$ cat src/hdl/ppid_pkg.sv
// Shared constants, register indexes and types of the PID controller.
// No dependencies.
package ppid_pkg;

  localparam int DATA_WIDTH_DEF  = 16;
  localparam int FRAC_BITS_DEF   = 8;
  localparam int ACC_WIDTH_DEF   = 32;
  localparam int GAIN_WIDTH      = 16;
  localparam int DRIVE_WIDTH     = 32;
  localparam int CFG_INDEX_WIDTH = 2;
  localparam int QUEUE_DEPTH     = 4;

  typedef enum logic [CFG_INDEX_WIDTH-1:0] {
    REG_SETPOINT = 2'd0,
    REG_KP       = 2'd1,
    REG_KI       = 2'd2,
    REG_KD       = 2'd3
  } reg_index_t;

  typedef struct packed {
    logic signed [GAIN_WIDTH-1:0] kp;
    logic signed [GAIN_WIDTH-1:0] ki;
    logic signed [GAIN_WIDTH-1:0] kd;
  } gains_t;

endpackage

$ cat src/hdl/ppid_if.sv
// Channel interfaces of the PID controller: configuration, samples, results.
// Depends on ppid_pkg.
interface ppid_cfg_if #(
  parameter int DATA_WIDTH = ppid_pkg::DATA_WIDTH_DEF
);
  localparam int VALUE_WIDTH =
    (DATA_WIDTH > ppid_pkg::GAIN_WIDTH) ? DATA_WIDTH : ppid_pkg::GAIN_WIDTH;
  logic                                 valid;
  logic                                 ready;
  logic [ppid_pkg::CFG_INDEX_WIDTH-1:0] index;
  logic [VALUE_WIDTH-1:0]               value;
  modport source (output valid, index, value, input ready);
  modport sink   (input valid, index, value, output ready);
endinterface

interface ppid_sample_if #(
  parameter int DATA_WIDTH = ppid_pkg::DATA_WIDTH_DEF
);
  logic                         valid;
  logic                         ready;
  logic signed [DATA_WIDTH-1:0] measurement;
  modport source (output valid, measurement, input ready);
  modport sink   (input valid, measurement, output ready);
endinterface

interface ppid_result_if;
  logic                                    valid;
  logic                                    ready;
  logic signed [ppid_pkg::DRIVE_WIDTH-1:0] drive;
  logic                                    saturated;
  modport source (output valid, drive, saturated, input ready);
  modport sink   (input valid, drive, saturated, output ready);
endinterface

$ cat src/hdl/ppid_front.sv
// Front end: configuration registers, error, saturating sum and error history.
// Depends on ppid_pkg and ppid_if.
module ppid_front #(
  parameter int DATA_WIDTH = ppid_pkg::DATA_WIDTH_DEF,
  parameter int ACC_WIDTH  = ppid_pkg::ACC_WIDTH_DEF
) (
  input  logic                                                   clk,
  input  logic                                                   rst,
  ppid_cfg_if.sink                                               cfg,
  ppid_sample_if.sink                                            sample,
  output ppid_pkg::gains_t                                       gains,
  output logic                                                   push_valid,
  input  logic                                                   push_ready,
  output logic [1 + (DATA_WIDTH + 2) + ACC_WIDTH + (DATA_WIDTH + 1) - 1:0] push_data
);
  localparam int EW = DATA_WIDTH + 1;
  localparam int DW = DATA_WIDTH + 2;
  localparam int SW = ((ACC_WIDTH > EW) ? ACC_WIDTH : EW) + 1;
  localparam logic signed [SW-1:0] ACC_MAX = SW'((64'sd1 <<< (ACC_WIDTH - 1)) - 64'sd1);
  localparam logic signed [SW-1:0] ACC_MIN = -ACC_MAX - SW'(1);

  logic signed [DATA_WIDTH-1:0] setpoint;
  logic signed [ACC_WIDTH-1:0]  error_sum;
  logic signed [EW-1:0]         last_error;
  logic signed [EW-1:0]         older_error;

  logic signed [EW-1:0]         err;
  logic signed [SW-1:0]         sum_raw;
  logic signed [ACC_WIDTH-1:0]  sum_clip;
  logic                         sum_sat;
  logic signed [DW-1:0]         diff;
  logic                         take;

  assign cfg.ready    = 1'b1;
  assign sample.ready = push_ready;
  assign push_valid   = sample.valid;
  assign take         = sample.valid && push_ready;

  always_comb begin
    err = {setpoint[DATA_WIDTH-1], setpoint}
        - {sample.measurement[DATA_WIDTH-1], sample.measurement};
    sum_raw = SW'(error_sum) + SW'(err);
    sum_sat = 1'b1;
    if (sum_raw > ACC_MAX) begin
      sum_clip = ACC_MAX[ACC_WIDTH-1:0];
    end else if (sum_raw < ACC_MIN) begin
      sum_clip = ACC_MIN[ACC_WIDTH-1:0];
    end else begin
      sum_clip = sum_raw[ACC_WIDTH-1:0];
      sum_sat  = 1'b0;
    end
    diff = DW'(last_error) - DW'(older_error);
  end

  assign push_data = {sum_sat, diff, sum_clip, err};

  always_ff @(posedge clk) begin
    if (rst) begin
      setpoint    <= '0;
      gains       <= '0;
      error_sum   <= '0;
      last_error  <= '0;
      older_error <= '0;
    end else begin
      if (cfg.valid) begin
        unique case (ppid_pkg::reg_index_t'(cfg.index))
          ppid_pkg::REG_SETPOINT: setpoint <= cfg.value[DATA_WIDTH-1:0];
          ppid_pkg::REG_KP:       gains.kp <= cfg.value[ppid_pkg::GAIN_WIDTH-1:0];
          ppid_pkg::REG_KI:       gains.ki <= cfg.value[ppid_pkg::GAIN_WIDTH-1:0];
          ppid_pkg::REG_KD:       gains.kd <= cfg.value[ppid_pkg::GAIN_WIDTH-1:0];
        endcase
      end
      if (take) begin
        error_sum   <= sum_clip;
        older_error <= last_error;
        last_error  <= err;
      end
    end
  end

endmodule

$ cat src/hdl/ppid_queue.sv
// Small register FIFO between the front end and the arithmetic back end.
// Depends on nothing.
module ppid_queue #(
  parameter int WIDTH = 8,
  parameter int DEPTH = 4
) (
  input  logic             clk,
  input  logic             rst,
  input  logic             push_valid,
  output logic             push_ready,
  input  logic [WIDTH-1:0] push_data,
  output logic             pop_valid,
  input  logic             pop_ready,
  output logic [WIDTH-1:0] pop_data
);
  localparam int PW = $clog2(DEPTH);
  localparam int CW = $clog2(DEPTH + 1);

  logic [WIDTH-1:0] mem [DEPTH];
  logic [PW-1:0]    wr_ptr;
  logic [PW-1:0]    rd_ptr;
  logic [CW-1:0]    count;
  logic             do_push;
  logic             do_pop;

  assign push_ready = (count != CW'(DEPTH));
  assign pop_valid  = (count != '0);
  assign pop_data   = mem[rd_ptr];
  assign do_push    = push_valid && push_ready;
  assign do_pop     = pop_valid && pop_ready;

  always_ff @(posedge clk) begin
    if (do_push) begin
      mem[wr_ptr] <= push_data;
    end
  end

  always_ff @(posedge clk) begin
    if (rst) begin
      wr_ptr <= '0;
      rd_ptr <= '0;
      count  <= '0;
    end else begin
      if (do_push) begin
        wr_ptr <= (wr_ptr == PW'(DEPTH - 1)) ? '0 : wr_ptr + PW'(1);
      end
      if (do_pop) begin
        rd_ptr <= (rd_ptr == PW'(DEPTH - 1)) ? '0 : rd_ptr + PW'(1);
      end
      if (do_push && !do_pop) begin
        count <= count + CW'(1);
      end else if (do_pop && !do_push) begin
        count <= count - CW'(1);
      end
    end
  end

endmodule

$ cat src/hdl/ppid_back.sv
// Back end: gain products, sum, shift, output clip and the output register.
// Depends on ppid_pkg and ppid_if.
module ppid_back #(
  parameter int DATA_WIDTH = ppid_pkg::DATA_WIDTH_DEF,
  parameter int FRAC_BITS  = ppid_pkg::FRAC_BITS_DEF,
  parameter int ACC_WIDTH  = ppid_pkg::ACC_WIDTH_DEF
) (
  input  logic                                                   clk,
  input  logic                                                   rst,
  input  ppid_pkg::gains_t                                       gains,
  input  logic                                                   pop_valid,
  output logic                                                   pop_ready,
  input  logic [1 + (DATA_WIDTH + 2) + ACC_WIDTH + (DATA_WIDTH + 1) - 1:0] pop_data,
  ppid_result_if.source                                          result
);
  localparam int GW  = ppid_pkg::GAIN_WIDTH;
  localparam int EW  = DATA_WIDTH + 1;
  localparam int DW  = DATA_WIDTH + 2;
  localparam int PW  = GW + EW;
  localparam int IW  = GW + ACC_WIDTH;
  localparam int QW  = GW + DW;
  localparam int TW  = ((IW > QW) ? IW : QW) + 2;
  localparam int OW  = (TW > ppid_pkg::DRIVE_WIDTH + 1) ? TW : ppid_pkg::DRIVE_WIDTH + 1;
  localparam logic signed [OW-1:0] DRV_MAX = OW'(64'sd2147483647);
  localparam logic signed [OW-1:0] DRV_MIN = -DRV_MAX - OW'(1);

  logic signed [EW-1:0]        q_err;
  logic signed [ACC_WIDTH-1:0] q_sum;
  logic signed [DW-1:0]        q_diff;
  logic                        q_sat;
  logic                        en;

  logic                        v1;
  logic signed [PW-1:0]        prod_p;
  logic signed [IW-1:0]        prod_i;
  logic signed [QW-1:0]        prod_d;
  logic                        sat1;

  logic                        v2;
  logic signed [TW-1:0]        total;
  logic                        sat2;

  logic signed [TW-1:0]        shifted;
  logic signed [OW-1:0]        wide;
  logic signed [ppid_pkg::DRIVE_WIDTH-1:0] drive_next;
  logic                        drv_sat;

  assign q_err  = pop_data[EW-1:0];
  assign q_sum  = pop_data[EW +: ACC_WIDTH];
  assign q_diff = pop_data[EW + ACC_WIDTH +: DW];
  assign q_sat  = pop_data[EW + ACC_WIDTH + DW];

  assign en        = !result.valid || result.ready;
  assign pop_ready = en;

  always_comb begin
    shifted = total >>> FRAC_BITS;
    wide    = OW'(shifted);
    drv_sat = 1'b1;
    if (wide > DRV_MAX) begin
      drive_next = DRV_MAX[ppid_pkg::DRIVE_WIDTH-1:0];
    end else if (wide < DRV_MIN) begin
      drive_next = DRV_MIN[ppid_pkg::DRIVE_WIDTH-1:0];
    end else begin
      drive_next = wide[ppid_pkg::DRIVE_WIDTH-1:0];
      drv_sat    = 1'b0;
    end
  end

  always_ff @(posedge clk) begin
    if (en) begin
      prod_p           <= $signed(gains.kp) * q_err;
      prod_i           <= $signed(gains.ki) * q_sum;
      prod_d           <= $signed(gains.kd) * q_diff;
      sat1             <= q_sat;
      total            <= TW'(prod_p) + TW'(prod_i) + TW'(prod_d);
      sat2             <= sat1;
      result.drive     <= drive_next;
      result.saturated <= sat2 || drv_sat;
    end
  end

  always_ff @(posedge clk) begin
    if (rst) begin
      v1           <= 1'b0;
      v2           <= 1'b0;
      result.valid <= 1'b0;
    end else if (en) begin
      v1           <= pop_valid;
      v2           <= v1;
      result.valid <= v2;
    end
  end

endmodule

$ cat src/hdl/positional_pid_controller.sv
// Channel    | dir | word
// cfg        | in  | index (setpoint, kp, ki, kd), value
// sample     | in  | measurement
// result     | out | drive, saturated
//
// One sample per cycle sustained while the queue is not full.
// Registers: queue storage, three back-end ones (products, sum, clip); the queue read adds none.
// Synchronous reset clears gains, setpoint, the error sum and history, and all valids.
// A stalled result holds the back end; the 4-entry queue keeps the front taking samples until full.
// Depends on ppid_pkg, ppid_if, ppid_front, ppid_queue, ppid_back.
module positional_pid_controller #(
  parameter int DATA_WIDTH = ppid_pkg::DATA_WIDTH_DEF,
  parameter int FRAC_BITS  = ppid_pkg::FRAC_BITS_DEF,
  parameter int ACC_WIDTH  = ppid_pkg::ACC_WIDTH_DEF
) (
  input  logic          clk,
  input  logic          rst,
  ppid_cfg_if.sink      cfg,
  ppid_sample_if.sink   sample,
  ppid_result_if.source result
);
  localparam int ENTRY_W = 1 + (DATA_WIDTH + 2) + ACC_WIDTH + (DATA_WIDTH + 1);

  ppid_pkg::gains_t   gains;
  logic               push_valid;
  logic               push_ready;
  logic [ENTRY_W-1:0] push_data;
  logic               pop_valid;
  logic               pop_ready;
  logic [ENTRY_W-1:0] pop_data;

  ppid_front #(
    .DATA_WIDTH (DATA_WIDTH),
    .ACC_WIDTH  (ACC_WIDTH)
  ) u_front (
    .clk        (clk),
    .rst        (rst),
    .cfg        (cfg),
    .sample     (sample),
    .gains      (gains),
    .push_valid (push_valid),
    .push_ready (push_ready),
    .push_data  (push_data)
  );

  ppid_queue #(
    .WIDTH (ENTRY_W),
    .DEPTH (ppid_pkg::QUEUE_DEPTH)
  ) u_queue (
    .clk        (clk),
    .rst        (rst),
    .push_valid (push_valid),
    .push_ready (push_ready),
    .push_data  (push_data),
    .pop_valid  (pop_valid),
    .pop_ready  (pop_ready),
    .pop_data   (pop_data)
  );

  ppid_back #(
    .DATA_WIDTH (DATA_WIDTH),
    .FRAC_BITS  (FRAC_BITS),
    .ACC_WIDTH  (ACC_WIDTH)
  ) u_back (
    .clk       (clk),
    .rst       (rst),
    .gains     (gains),
    .pop_valid (pop_valid),
    .pop_ready (pop_ready),
    .pop_data  (pop_data),
    .result    (result)
  );

endmodule

$ cat src/flat_wrapper.sv
// flat-port wrapper written by rule: the top's interface ports become plain ports
module positional_pid_controller_flat 
#(
  parameter int DATA_WIDTH = ppid_pkg::DATA_WIDTH_DEF,
  parameter int FRAC_BITS  = ppid_pkg::FRAC_BITS_DEF,
  parameter int ACC_WIDTH  = ppid_pkg::ACC_WIDTH_DEF
)
  (clk, rst, cfg_valid, cfg_index, cfg_value, cfg_ready, sample_valid, sample_measurement, sample_ready, result_valid, result_drive, result_saturated, result_ready);
  ppid_cfg_if #(.DATA_WIDTH(DATA_WIDTH)) cfg_i ();
  ppid_sample_if #(.DATA_WIDTH(DATA_WIDTH)) sample_i ();
  ppid_result_if result_i ();
  input  logic clk;
  input  logic rst;
  input wire logic [$bits(cfg_i.valid)-1:0] cfg_valid;
  input wire logic [$bits(cfg_i.index)-1:0] cfg_index;
  input wire logic [$bits(cfg_i.value)-1:0] cfg_value;
  output wire logic [$bits(cfg_i.ready)-1:0] cfg_ready;
  input wire logic [$bits(sample_i.valid)-1:0] sample_valid;
  input wire logic [$bits(sample_i.measurement)-1:0] sample_measurement;
  output wire logic [$bits(sample_i.ready)-1:0] sample_ready;
  output wire logic [$bits(result_i.valid)-1:0] result_valid;
  output wire logic [$bits(result_i.drive)-1:0] result_drive;
  output wire logic [$bits(result_i.saturated)-1:0] result_saturated;
  input wire logic [$bits(result_i.ready)-1:0] result_ready;
  assign cfg_i.valid = cfg_valid;
  assign cfg_i.index = cfg_index;
  assign cfg_i.value = cfg_value;
  assign cfg_ready = cfg_i.ready;
  assign sample_i.valid = sample_valid;
  assign sample_i.measurement = sample_measurement;
  assign sample_ready = sample_i.ready;
  assign result_valid = result_i.valid;
  assign result_drive = result_i.drive;
  assign result_saturated = result_i.saturated;
  assign result_i.ready = result_ready;
  positional_pid_controller #(.DATA_WIDTH(DATA_WIDTH), .FRAC_BITS(FRAC_BITS), .ACC_WIDTH(ACC_WIDTH)) u_core (.clk(clk), .rst(rst), .cfg(cfg_i), .sample(sample_i), .result(result_i));
endmodule
$ cat config.mk
export PLATFORM = sky130hd
export DESIGN_NAME = positional_pid_controller_flat
export DESIGN_NICKNAME = d
export VERILOG_FILES = /design/src/hdl/ppid_pkg.sv /design/src/hdl/ppid_if.sv /design/src/hdl/ppid_front.sv /design/src/hdl/ppid_queue.sv /design/src/hdl/ppid_back.sv /design/src/hdl/positional_pid_controller.sv /design/src/flat_wrapper.sv
export SDC_FILE = /design/constraint.sdc
export NUM_CORES = 2
export LEC_CHECK = 0
export ABC_CLOCK_PERIOD_IN_PS = 10050
export BUFFER_PORTS_ARGS = -buffer_cell sky130_fd_sc_hd__buf_2
export CAP_MARGIN = 15
export CORE_MARGIN = 5
export CORE_UTILIZATION = 25
export CTS_CLUSTER_SIZE = 24
export DETAILED_ROUTE_END_ITERATION = 8
export PLACE_DENSITY = 0.46
export SLEW_MARGIN = 20
export SYNTH_ARGS = -nofsm -noshare
export SYNTH_HDL_FRONTEND = slang
export SYNTH_SLANG_ARGS = --single-unit
$ cat constraint.sdc
create_clock -name clk -period 10.05 [get_ports clk]
set_input_delay 1.005 -clock clk [delete_from_list [all_inputs] [get_ports clk]]
set_output_delay 1.005 -clock clk [all_outputs]
set_load 0.05 [all_outputs]
==> impl_metrics.py <==
metrics = {
    "status": {
        "outcome": "finished clean",
    },
    "pwr": {
        "leakage_uw": 0.0323,
        "power.density_nw_per_um2": 245,
        "peakVddDrop_mv": 0.159,
    },
    "synthesis": {
        "synth_cell_type_count": 87,
        "ys_async_sr_fraction_pct": 0,
        "synthCells": 6409,
        "synth_top_area_share_pct": 33.5,
        "ys_seq_area_share_pct": 25.4,
        "syn_avg_cell_area_um2": 10.3,
        "yosysTopAreaCell": "fa_1",
        "ys.flop_type": "edfxtp_1",
        "synth_commonest_cells": "inv_1, fa_1, nand2_1",
        "yosys_warnings": 0,
        "synth-edff-count": 464,
        "synth_area_leaders": "fa_1, edfxtp_1, ha_1",
        "synth_nets": 7954,
        "yosysMostFrequentCell": "inv_1",
        "ys_ff_latch": 606,
        "syn_area_um2": 65900,
    },
    "clock_tree": {
        "cts_resized": 0,
        "cts.clk_slew.worst_paths_ns": 0.06,
        "htree_levels": 3,
        "cts_buffers": 75,
        "clk_latency_ns": 0.68,
        "cts_setup_buffers": 0,
        "cts_tree": "yes",
        "clock-root-buffer": "clkbuf_16",
        "clock-sinks": 606,
        "clk_path_buf_depth": 3,
        "hold_buffers": 0,
    },
    "setup_path": {
        "path_cells": "mux4_2, and2_1, fa_1, fa_1, ha_1, inv_1, fa_1, inv_1, fa_1, inv_1, fa_1, inv_1, ha_1, nor3_1, o21ai_0, nand4bb_1, a211oi_1, o31ai_1, o211ai_1, a311oi_1, o31ai_1, a21oi_1, xnor2_1",
        "cpMaxStageDelayCell": "dfxtp_4",
        "cpPeakStageDelay_ns": 0.95,
        "r2r_slack_ns": 1.71,
        "cp.required_ns": 10.47,
        "worstSetupPathType": "reg -> reg",
        "worstPathArrival_ns": 8.75,
        "cp_max_fo": 40,
        "start_kind": "register",
        "cp_common_cell": "fa_1",
        "crit_path_end_kind": "register",
    },
    "route": {
        "vias_per_cell": 4.38,
        "dr_total_vias": 43466,
        "antenna_left": 0,
        "drt_first_iter_violations": 2445,
        "wirelength_mm": 182,
        "wl_per_cell_um": 18.3,
        "drtPass1Iterations": 5,
        "drc_errors": 0,
    },
    "finish": {
        "multi_input_area_um2": 43500,
        "seqCellArea_um2": 16800,
        "drive_gt1_share_pct": 5.43,
        "syn_to_final_growth_pct": 10.2,
        "nNetsFinal": 7889,
        "finalInstanceArea_um2": 72700,
        "nFillCells": 27799,
    },
    "global_route": {
        "grt_max_degree": 94,
        "grt_usage_pct": 13.5,
        "grt_pass1_vias": 47648,
        "grt_overflow": 0,
        "antenna_found_initial": 3,
        "grt_pass1_wl_mm": 287,
    },
    "sta": {
        "slew_headroom_pct": 24.4,
        "drv_slew": 0,
        "setup_viol_count_final": 0,
        "rsz0062_at_grt": "no",
        "setup-tns-final_ns": 0,
        "setup_slack_ns": 1.71,
        "fmax_mhz": 120,
        "final.setup_skew_ns": 0.0326,
        "worstMarginPinSlew_ns": 1.13,
        "period_minus_slack_ns": 8.34,
        "hold_ws_ns": 0.452,
        "finalHoldViolCount": 0,
        "period_share_pct": 83.0,
    },
    "floorplanning": {
        "core_um2": 263000,
        "initial_utilization_pct": 25.1,
        "dieArea_um2": 274000,
        "die_w_um": 524,
        "die_h_um": 524,
        "io_pins": 75,
        "num_rows": 188,
    },
    "placement": {
        "place_congestion": 0.823,
        "placed_area_um2": 70100,
        "post-place-ws_ns": 1.59,
        "port_buffers": 73,
        "dp_hpwl_mm": 145,
    },
    "hold_path": {
        "hp-class": "reg -> reg",
    },
    "job": {
        "max-cap-violations": 0,
    },
}
-- cell type report --
| cell class | count | area share [%] |
|---|---|---|
| Clock buffer | 97 | 2.84 |
| Clock inverter | 42 | 0.630 |
| Inverter | 1274 | 6.59 |
| Tap cell | 3515 | 6.05 |
| Multi-Input combinational cell | 4279 | 59.9 |
| Timing Repair Buffer | 108 | 0.878 |
| Sequential cell | 606 | 23.1 |
| Antenna cell | 6 | 0.0207 |
-- final timing paths --
kind                                                     from                       endpoint  depth (start not counted)
worst min register to register  u_core.u_front.older_error[5]  u_core.u_front.older_error[5]                          2
worst max register to register                       register       u_core.u_back.prod_i[47]                         23
worst max-delay path                                 register       u_core.u_back.prod_i[47]                         23
worst min-delay path            u_core.u_front.older_error[5]  u_core.u_front.older_error[5]                          2
-- routing by layer --
layer	up-vias	global-route usage, %	share of wire, %
li1	19930	-	-
met1	22492	18.5	46
met5	-	0	0
met2	840	22.0	46
met3	204	1.61	4.1
met4	0	4.89	3.7
-- logic make-up after synthesis --
family                     Yosys count  share of synthesized area (%)
and+or+nand+nor                   1788                           12.7
buffers and inverters             1524                           8.70
adders and majority gates         1506                           41.1
AOI/OAI and AO/OA                  697                           6.75
DFF                                606                           25.4
xor gates and xnor gates           212                           2.82
muxes                               75                           2.43
other                                1                        0.00569
-- power by group --
| group | total, uW | switching (uW) | internal [uW] |
|---|---|---|---|
| Combinational | 10600 | 6900 | 3720 |
| Clock | 2800 | 1150 | 1640 |
| Sequential | 4360 | 466 | 3900 |
| Total | 17800 | 8510 | 9270 |
-- per-stage QoR --
stage          util (%)  instances  total power (uW)
2_1_floorplan         -       6409             11600
3_3_place_gp       26.7       9782             15100
3_5_place_dp       26.7       9782             15200
4_1_cts            27.7       9921             18100
5_1_grt            27.7       9922             19400
6_report           27.7       9927             17800
-- state kept, by name, indices dropped and copies added (netlist names), 2 cells and up, named ones only --
signal and count:
u_core.u_back.prod_d 34, u_core.u_back.prod_i 48, u_core.u_back.prod_p 33, u_core.u_back.result.drive 32, u_core.u_back.total 42, u_core.u_front.error_sum 32
u_core.u_front.gains 48, u_core.u_front.last_error 17, u_core.u_front.older_error 17, u_core.u_front.setpoint 16, u_core.u_queue.count 3, u_core.u_queue.mem 272
u_core.u_queue.rd_ptr 2, u_core.u_queue.wr_ptr 2
-- layout by cell type (no fill, tap or decap), drive strengths merged, types with 142 or more instances in the layout --
| cell | instances |
|---|---|
| ha | 403 |
| and2 | 419 |
| edfxtp | 464 |
| dfxtp | 142 |
| a21oi | 283 |
| xnor2 | 158 |
| nand2 | 890 |
| fa | 1103 |
| inv | 1279 |
| nor2 | 197 |
-- worst max-delay path: cells and delay by family, from the launching register on --
family,cells,cell delay [ns]
xor+xnor,1,0.08
fa+ha+maj,7,2.92
buf+inv,4,0.20
flops,1,0.95
mux,1,0.79
compound gates,7,1.97
simple gates,3,1.11
Note: power is estimated with default switching activity, not from simulation.
